===== src/rtl/svsd_pkg.sv =====
// shared constants and rounding helpers for the scaled vector sum block
package svsd_pkg;

    localparam logic [63:0] QNAN    = 64'h7FF8_0000_0000_0000;
    localparam logic [10:0] EXP_MAX = 11'h7FF;

    typedef logic [63:0] t_fp64;

    // leading zero count of a left-aligned vector, 128 when all zero
    function automatic logic [7:0] lzc128(input logic [127:0] v);
        logic [7:0] n;
        n = 8'd128;
        for (int i = 0; i < 128; i++) begin
            if (v[i]) begin
                n = 8'(127 - i);
            end
        end
        return n;
    endfunction

    // round to nearest even and pack; ef 0 means subnormal
    function automatic t_fp64 round_pack(input logic s, input logic [11:0] ef,
                                         input logic [52:0] mant, input logic g,
                                         input logic st);
        logic        up;
        logic [53:0] m2;
        logic [12:0] e;
        logic [51:0] f;
        up = g & (st | mant[0]);
        m2 = {1'b0, mant} + {53'b0, up};
        if (m2[53]) begin
            e = {1'b0, ef} + 13'd1;
            f = '0;
        end else if (ef == '0 && m2[52]) begin
            e = 13'd1;
            f = m2[51:0];
        end else begin
            e = {1'b0, ef};
            f = m2[51:0];
        end
        if (e >= {2'b0, EXP_MAX}) begin
            return {s, EXP_MAX, 52'b0};
        end
        return {s, e[10:0], f};
    endfunction

endpackage


===== src/rtl/svsd_fadd.sv =====
// six stage binary64 adder with a product bypass at the last stage
module svsd_fadd (
    input  logic               i_clk,
    input  logic               i_en,
    input  svsd_pkg::t_fp64    i_a,
    input  svsd_pkg::t_fp64    i_b,
    input  logic               i_byp,
    input  svsd_pkg::t_fp64    i_byp_val,
    output svsd_pkg::t_fp64    o_res
);
    // stage 1: unpack, order by magnitude
    logic            swap;
    svsd_pkg::t_fp64 big, sml;
    logic [10:0]     ebg, esm, ebg1, esm1;
    logic            nan_a, nan_b, inf_a, inf_b;
    logic [52:0]     r1_bm, r1_sm;
    logic [10:0]     r1_e, r1_d;
    logic            r1_s, r1_sub, r1_zs, r1_nan, r1_inf, r1_is;
    logic            r1_byp;
    svsd_pkg::t_fp64 r1_bv;

    assign swap  = i_b[62:0] > i_a[62:0];
    assign big   = swap ? i_b : i_a;
    assign sml   = swap ? i_a : i_b;
    assign ebg   = big[62:52];
    assign esm   = sml[62:52];
    assign ebg1  = (ebg == '0) ? 11'd1 : ebg;
    assign esm1  = (esm == '0) ? 11'd1 : esm;
    assign nan_a = (i_a[62:52] == svsd_pkg::EXP_MAX) && (i_a[51:0] != '0);
    assign nan_b = (i_b[62:52] == svsd_pkg::EXP_MAX) && (i_b[51:0] != '0);
    assign inf_a = (i_a[62:52] == svsd_pkg::EXP_MAX) && (i_a[51:0] == '0);
    assign inf_b = (i_b[62:52] == svsd_pkg::EXP_MAX) && (i_b[51:0] == '0);

    always_ff @(posedge i_clk) begin
        if (i_en) begin
            r1_bm  <= {ebg != '0, big[51:0]};
            r1_sm  <= {esm != '0, sml[51:0]};
            r1_e   <= ebg1;
            r1_d   <= ebg1 - esm1;
            r1_s   <= big[63];
            r1_sub <= i_a[63] ^ i_b[63];
            r1_zs  <= (i_a[63] ^ i_b[63]) ? 1'b0 : i_a[63];
            r1_nan <= nan_a | nan_b | (inf_a & inf_b & (i_a[63] ^ i_b[63]));
            r1_inf <= inf_a | inf_b;
            r1_is  <= inf_a ? i_a[63] : i_b[63];
            r1_byp <= i_byp;
            r1_bv  <= i_byp_val;
        end
    end

    // stage 2: align the smaller operand with guard, round and sticky bits
    logic [5:0]  d6;
    logic [55:0] sx, ss, lost;
    logic [55:0] r2_bw, r2_sw;
    logic [10:0] r2_e;
    logic        r2_s, r2_sub, r2_zs, r2_nan, r2_inf, r2_is, r2_byp;
    svsd_pkg::t_fp64 r2_bv;

    assign d6   = (r1_d > 11'd63) ? 6'd63 : r1_d[5:0];
    assign sx   = {r1_sm, 3'b0};
    assign ss   = sx >> d6;
    assign lost = sx & ~({56{1'b1}} << d6);

    always_ff @(posedge i_clk) begin
        if (i_en) begin
            r2_bw  <= {r1_bm, 3'b0};
            r2_sw  <= {ss[55:1], ss[0] | (|lost)};
            r2_e   <= r1_e;
            r2_s   <= r1_s;
            r2_sub <= r1_sub;
            r2_zs  <= r1_zs;
            r2_nan <= r1_nan;
            r2_inf <= r1_inf;
            r2_is  <= r1_is;
            r2_byp <= r1_byp;
            r2_bv  <= r1_bv;
        end
    end

    // stage 3: add or subtract magnitudes
    logic [56:0] r3_sum;
    logic [10:0] r3_e;
    logic        r3_s, r3_zs, r3_nan, r3_inf, r3_is, r3_byp;
    svsd_pkg::t_fp64 r3_bv;

    always_ff @(posedge i_clk) begin
        if (i_en) begin
            r3_sum <= r2_sub ? ({1'b0, r2_bw} - {1'b0, r2_sw})
                             : ({1'b0, r2_bw} + {1'b0, r2_sw});
            r3_e   <= r2_e;
            r3_s   <= r2_s;
            r3_zs  <= r2_zs;
            r3_nan <= r2_nan;
            r3_inf <= r2_inf;
            r3_is  <= r2_is;
            r3_byp <= r2_byp;
            r3_bv  <= r2_bv;
        end
    end

    // stage 4: leading zero count
    logic [7:0]  lz_full;
    logic [56:0] r4_sum;
    logic [6:0]  r4_lz;
    logic [10:0] r4_e;
    logic        r4_s, r4_zs, r4_zero, r4_nan, r4_inf, r4_is, r4_byp;
    svsd_pkg::t_fp64 r4_bv;

    assign lz_full = svsd_pkg::lzc128({r3_sum, 71'b0});

    always_ff @(posedge i_clk) begin
        if (i_en) begin
            r4_sum  <= r3_sum;
            r4_lz   <= lz_full[6:0];
            r4_zero <= (r3_sum == '0);
            r4_e    <= r3_e;
            r4_s    <= r3_s;
            r4_zs   <= r3_zs;
            r4_nan  <= r3_nan;
            r4_inf  <= r3_inf;
            r4_is   <= r3_is;
            r4_byp  <= r3_byp;
            r4_bv   <= r3_bv;
        end
    end

    // stage 5: normalize, never below the smallest exponent
    logic [6:0]  lzm1, sh;
    logic [10:0] em1;
    logic [56:0] shl;
    logic [55:0] w;
    logic [11:0] er;
    logic [55:0] r5_w;
    logic [11:0] r5_ef;
    logic        r5_s, r5_zs, r5_zero, r5_nan, r5_inf, r5_is, r5_byp;
    svsd_pkg::t_fp64 r5_bv;

    assign lzm1 = r4_lz - 7'd1;
    assign em1  = r4_e - 11'd1;
    assign sh   = ({4'b0, lzm1} < em1) ? lzm1 : em1[6:0];
    assign shl  = r4_sum << sh;

    always_comb begin
        if (r4_sum[56]) begin
            w  = {r4_sum[56:2], r4_sum[1] | r4_sum[0]};
            er = {1'b0, r4_e} + 12'd1;
        end else begin
            w  = shl[55:0];
            er = {1'b0, r4_e - {4'b0, sh}};
        end
    end

    always_ff @(posedge i_clk) begin
        if (i_en) begin
            r5_w    <= w;
            r5_ef   <= w[55] ? er : 12'd0;
            r5_s    <= r4_s;
            r5_zs   <= r4_zs;
            r5_zero <= r4_zero;
            r5_nan  <= r4_nan;
            r5_inf  <= r4_inf;
            r5_is   <= r4_is;
            r5_byp  <= r4_byp;
            r5_bv   <= r4_bv;
        end
    end

    // stage 6: round, pack, special values and bypass
    svsd_pkg::t_fp64 r6_res;

    always_ff @(posedge i_clk) begin
        if (i_en) begin
            if (r5_byp) begin
                r6_res <= r5_bv;
            end else if (r5_nan) begin
                r6_res <= svsd_pkg::QNAN;
            end else if (r5_inf) begin
                r6_res <= {r5_is, svsd_pkg::EXP_MAX, 52'b0};
            end else if (r5_zero) begin
                r6_res <= {r5_zs, 63'b0};
            end else begin
                r6_res <= svsd_pkg::round_pack(r5_s, r5_ef, r5_w[55:3], r5_w[2],
                                               |r5_w[1:0]);
            end
        end
    end

    assign o_res = r6_res;
endmodule


===== config.mk =====
export PLATFORM = sky130hd
export DESIGN_NAME = svsd_fadd
export DESIGN_NICKNAME = d
export VERILOG_FILES = /design/src/rtl/svsd_pkg.sv /design/src/rtl/svsd_fadd.sv
export SDC_FILE = /design/constraint.sdc
export NUM_CORES = 2
export LEC_CHECK = 0
export BUFFER_PORTS_ARGS = -buffer_cell sky130_fd_sc_hd__buf_2
export CAP_MARGIN = 10
export CORE_MARGIN = 2
export CORE_UTILIZATION = 30
export CTS_BUF_LIST = sky130_fd_sc_hd__clkbuf_8
export CTS_CLUSTER_DIAMETER = 60
export CTS_CLUSTER_SIZE = 20
export DETAILED_ROUTE_END_ITERATION = 12
export HOLD_SLACK_MARGIN = 0.12
export PLACE_DENSITY = 0.46
export SYNTH_ARGS = -nofsm -noshare
export SYNTH_HDL_FRONTEND = slang
export SYNTH_SLANG_ARGS = --single-unit

===== constraint.sdc =====
create_clock -name i_clk -period 7.45 [get_ports i_clk]
set_input_delay 1.49 -clock i_clk [delete_from_list [all_inputs] [get_ports i_clk]]
set_output_delay 1.49 -clock i_clk [all_outputs]
set_load 0.02 [all_outputs]

### After elaboration in Yosys (flattened, before gate mapping)

Cells that the tools add are included.

* flip-flop bits (word level): 877
* input bits: 195

* add/subtract/negate cells: 9
* magnitude comparators: 4
* equal/unequal tests: 2
* shifts and indexed selects: 3
* multiplexer cells: 86
* bitwise operators: 12
* reductions and logical operators: 24

Operator list (count)
* 2-to-1 mux 64 bit: 7
* 2-to-1 mux 6 bit: 26
* OR reduction 56 bit: 2
* zero test 52 bit: 2
* nonzero test 52 bit: 2
* 2-to-1 mux 5 bit: 16
* 2-to-1 mux 13 bit: 6
* > comparator 63 bit: 1
* 2-to-1 mux 63 bit: 1
* adder 56 x 56 -> 57 bit: 1
* zero test 57 bit: 1
* 2-to-1 mux 57 bit: 1
* << shifter 57 x 7 -> 56 bit: 1
* subtractor 56 x 56 -> 57 bit: 1
* AND 56 bit: 1
* 2-to-1 mux 56 bit: 1
* inverter 56 bit: 1
* << shifter 56 x 6 -> 56 bit, first input constant: 1
* >> shifter 56 x 6 -> 56 bit: 1
* adder 53 x 1 -> 54 bit: 1
* 2-to-1 mux 52 bit: 1
* 2-to-1 mux 11 bit: 3
* 2-to-1 mux 4 bit: 8
* OR reduction 32 bit: 1
* 27 further kinds: 53

### Longest topological paths before layout

* word-level depth: 56
* mapped depth: 28

### Worst setup path after synthesis

OpenSTA, ideal clock, no wires.

* path type: input -> register
* start point: input i_a[27]
* end point: register r1_d[9], data pin
* arrival time: 6095 ps
* required time: 7192 ps
* setup slack: 1097 ps
* cell stages on the path: 25
* buffers on the path: 2
* cell sequence: inv_1 -> ha_1 -> nand4_1 -> nor3_1 -> nand2_1 -> or3_1 -> nor3_1 -> o221ai_1 -> a21oi_1 -> nor3_1 -> a21oi_1 -> clkbuf_1 -> buf_1 -> mux2_2 -> ha_1 -> nor2b_1 -> o21ai_0 -> nand2b_1 -> a21o_1 -> a21o_1 -> a21o_1 -> a21o_1 -> a21o_1 -> a21oi_1 -> xnor2_1

* cells in the longest elaborated chain, start to end: 5
* elaborated cells on any way between the ends: 8

RTL lines
* start: declaration: RTL line svsd_fadd.sv:5 `input svsd_pkg::t_fp64 i_a,`
* > comparator 63 bit *: RTL line svsd_fadd.sv:22 `assign swap = i_b[62:0] > i_a[62:0];`
* 2-to-1 mux 64 bit *: RTL line svsd_fadd.sv:23 `assign big = swap ? i_b : i_a;`
* zero test 11 bit: RTL line svsd_fadd.sv:27 `assign ebg1 = (ebg == '0) ? 11'd1 : ebg;`
* 2-to-1 mux 11 bit *: RTL line svsd_fadd.sv:27
* net ebg1[1]: RTL line svsd_fadd.sv:14 `logic [10:0] ebg, esm, ebg1, esm1;`
* subtractor 11 bit *: RTL line svsd_fadd.sv:39 `r1_d <= ebg1 - esm1;`
* end signal: assignment: RTL line svsd_fadd.sv:39
* end: declaration: RTL line svsd_fadd.sv:17 `logic [10:0] r1_e, r1_d;`

The timed path passes the listed nets; every way through them passes the cells marked *.
A chain may end at the register's enable or synchronous reset.

### Final worst setup path

* start point: input i_a[30]
* end point: register r1_d[10], data pin

Same word-level chain as after synthesis.

==> impl_metrics.csv <==
group,metric,value,unit
status,status,"complete, no violations",
floorplanning,die-area,0.161,mm2
power,power.share.switching,33.4,%
cts,cts_resized,0,
global_routing,grt_pass1_wl,215,mm
drt,routed_via_density,5.15,
layout,postLayoutCoreUtil,33.9,%
setup_path,cp_slowest_cell,"or3_1",
layout,nFillCells,15800,
power,max-vdd-ir-drop,140,uV
synthesis,synth_area_leaders,"edfxtp_1 (56%), ha_1 (5.3%), mux2i_1 (4.8%), mux2_2 (3.7%), nand2_1 (3.4%)",
setup_path,cp-end-kind,"register",
drt,dr.pass1.iters,8,
placement,gp_congestion,0.936,
sta,worst_slack,1.30,ns
floorplanning,start_util,30.3,%
setup_path,max_stage_delay,0.45,ns
global_routing,grt.total_usage,17.5,%
floorplanning,ios,259,
synthesis,ys.flop_type,"edfxtp_1",
sta,finalSetupViolCount,0,
sta,finalHoldViolations,0,
layout,drive_gt1_share,15.4,%
cts,post-cts-setup-buffers,0,
global_routing,grt_pass1_vias,32800,
cts,htree_levels,3,
setup_path,cp_cell_sequence,"buf_2 -> inv_1 -> ha_1 -> nand2_1 -> nor3_1 -> nand2_1 -> or3_1 -> nor3_1 -> o221ai_1 -> a21oi_1 -> nor3_1 -> a21oi_4 -> buf_4 -> mux2_2 -> ha_1 -> o21ai_0 -> nand2b_1 -> a21o_1 -> a21o_1 -> a21o_1 -> a21o_1 -> a21o_1 -> a21oi_1 -> xnor2_1",
cts,clockRootBuffer,"clkbuf_8",
sta,fin_crit,6.15,ns
synthesis,synth_cell_types,99,
cts,cts_tree,"built",
cts,clock_latency,0.83,ns
floorplanning,die_h,401,um
synthesis,syn_inst,4113,
setup_path,cp.required,8.02,ns
power,comb_power_share,23.0,%
floorplanning,chipWidth,401,um
power,p_per_area,243,mW/mm2
drt,drtIter0Drc,2737,
placement,dp.cells,6290,
synthesis,yosys.area.top_type_share,55.6,%
cts,clk_pin_slew,0.11,ns
power,pwr-share-clk,27.6,%
synthesis,synth_edf_count,876,
drt,ant_nets,0,
sta,maxClockFrequency,163,MHz
sta,clock_skew,0.0490,ns
placement,placed_area,0.0509,mm2
power,p_int,0.00860,W
synthesis,yosys_warnings,0,
drt,via_count,33200,
power,power.leakage,20.3,nW
power,seq_power_share,49.4,%
layout,area_delta_synth_final,12.1,%
layout,final_nets,4721,
global_routing,grt_overflow,0,
synthesis,postSynthAreaPerCell,11.5,um2
placement,dp_slack,0.468,ns
floorplanning,rows,145,
synthesis,synthArstFlopShare,0,%
cts,cts_hold_buf,0,
setup_path,critPathArrivalTime,6.72,ns
power,switchingPower,0.00431,W
cts,clockBufferDepth,3,
flow_run,cap_violations,0,
global_routing,grt_max_degree,163,
floorplanning,coreArea,0.156,mm2
global_routing,antenna_found_initial,9,
synthesis,synth_fp_nets,4510,
sta,rsz0062_at_grt,"false",
synthesis,netlist_top_cells_count,"edfxtp_1 (876), nand2_1 (425), nor2_1 (295)",
layout,fin_cells,6458,
drt,route.detailed.drc,0,
placement,hpwl,110,mm
synthesis,synth.most_common_cell,"edfxtp_1",
synthesis,yosys.area.top_type,"edfxtp_1",
setup_path,worstPathMaxFanout,16,
sta,finalSetupTns,0,ns
setup_path,path_class,"input port to register",
layout,stdcell_area,0.0531,mm2
setup_path,startpoint_type,"input port",
cts,numCtsBuffers,89,
worst_hold_path,hold_class,"register to register",
sta,period_share,82.6,%
sta,worst_slew_pin_slew,1.12,ns
synthesis,netlist_area,0.0473,mm2
setup_path,path_common_cell,"a21o_1",
drt,routed_wl,145,mm
synthesis,synth_seq_area_share,55.6,%
synthesis,synth_seq_cells,876,
sta,drv_slew,0,
cts,cts.sinks,876,
placement,portBuffers,258,
drt,wl_per_cell,22.4,um
sta,max_slew_margin,24.9,%
==> flip-flops by register name (all words and copies together) (netlist names), 12 cells and up <==
register	flops
r2_bw	53
r4_bv	64
r3_bv	64
r2_sw	56
r1_sm	53
r2_bv	64
r5_bv	64
r5_ef	12
r3_sum	57
r1_bm	53
r4_sum	57
o_res	64
r5_w	56
r1_bv	64
==> path summary, 6_finish.rpt <==
kind / startpoint / to / slack (ns) / cells past startpoint
worst min-delay path: r1_bv[55] / r2_bv[55] / 0.39 / 0
worst min register to register: r1_bv[55] / r2_bv[55] / 0.39 / 0
worst max register to register: r4_e[0] / r5_w[36] / 1.31 / 16
worst max-delay path: i_a[30] / r1_d[10] / 1.30 / 24
==> through the flow <==
stage          power [W]  hold slack, ns
3_3_place_gp     0.00944           0.401
3_5_place_dp     0.00943           0.405
5_1_grt           0.0135           0.385
6_report          0.0129           0.386
4_1_cts           0.0131           0.388
2_1_floorplan    0.00823           0.400
==> placed cells by master, fill, tap and decap left out, types with 48 or more instances in the layout <==
cell	n
mux2i_1	229
ha_1	199
o21ai_0	194
nand3_1	79
xnor2_1	100
a21oi_1	247
nor4_1	65
edfxtp_1	876
inv_1	231
mux2_2	156
nand2_1	425
nor3_1	65
nor2_1	292
buf_2	257
clkbuf_8	90
buf_4	51
a21o_1	79
nand4_1	48
==> worst max-delay path: cells and delay by family <==
family                     cells  cell delay, ns
buffers and inverters          3            0.51
AOI/OAI and AO/OA             10            1.93
muxes                          1            0.38
xor gates and xnor gates       1            0.08
adders and majority gates      2            0.64
and+or+nand+nor                7            1.67
==> cells by family (layout without fill, tap and decap cells) <==
logic type / count (synthesis) / after routing / share of synthesized area, %
simple gates: 1152 / 1152 / 11.2
compound gates: 921 / 921 / 12.9
flops: 876 / 876 / 55.6
buf+inv: 428 / 711 / 3.59
mux: 387 / 387 / 8.60
fa+ha+maj: 203 / 203 / 5.41
xor+xnor: 146 / 146 / 2.70
other cells: 0 / 4 / 0
==> metal layers <==
layer | up-vias | share of wire [%] | global-route usage (%)
met5 | - | 0.014 | 0
met4 | 2 | 3.6 | 6.35
met3 | 214 | 4.3 | 2.41
met2 | 938 | 47 | 28.7
met1 | 16200 | 45 | 23.5
li1 | 15800 | - | -
==> area by class of cell <==
| class | count | area [um2] | area share [%] |
|---|---|---|---|
| Antenna cell | 4 | 10.0 | 0.0189 |
| Clock buffer | 90 | 1240 | 2.33 |
| Clock inverter | 73 | 897 | 1.69 |
| Inverter | 233 | 875 | 1.65 |
| Multi-Input combinational cell | 2809 | 19400 | 36.5 |
| Sequential cell | 876 | 26300 | 49.6 |
| Tap cell | 2058 | 2570 | 4.85 |
| Timing Repair Buffer | 315 | 1790 | 3.38 |
==> power by group through the flow <==
stage	Combinational [W]	Clock, W	Sequential (W)
after detailed placement	0.00294	0	0.00648
after global routing	0.00322	0.00390	0.00642
final	0.00297	0.00356	0.00637
after floorplan	0.00192	0	0.00631
after CTS	0.00295	0.00373	0.00637
after global placement	0.00296	0	0.00648
Note: power is estimated with default switching activity, not from simulation.
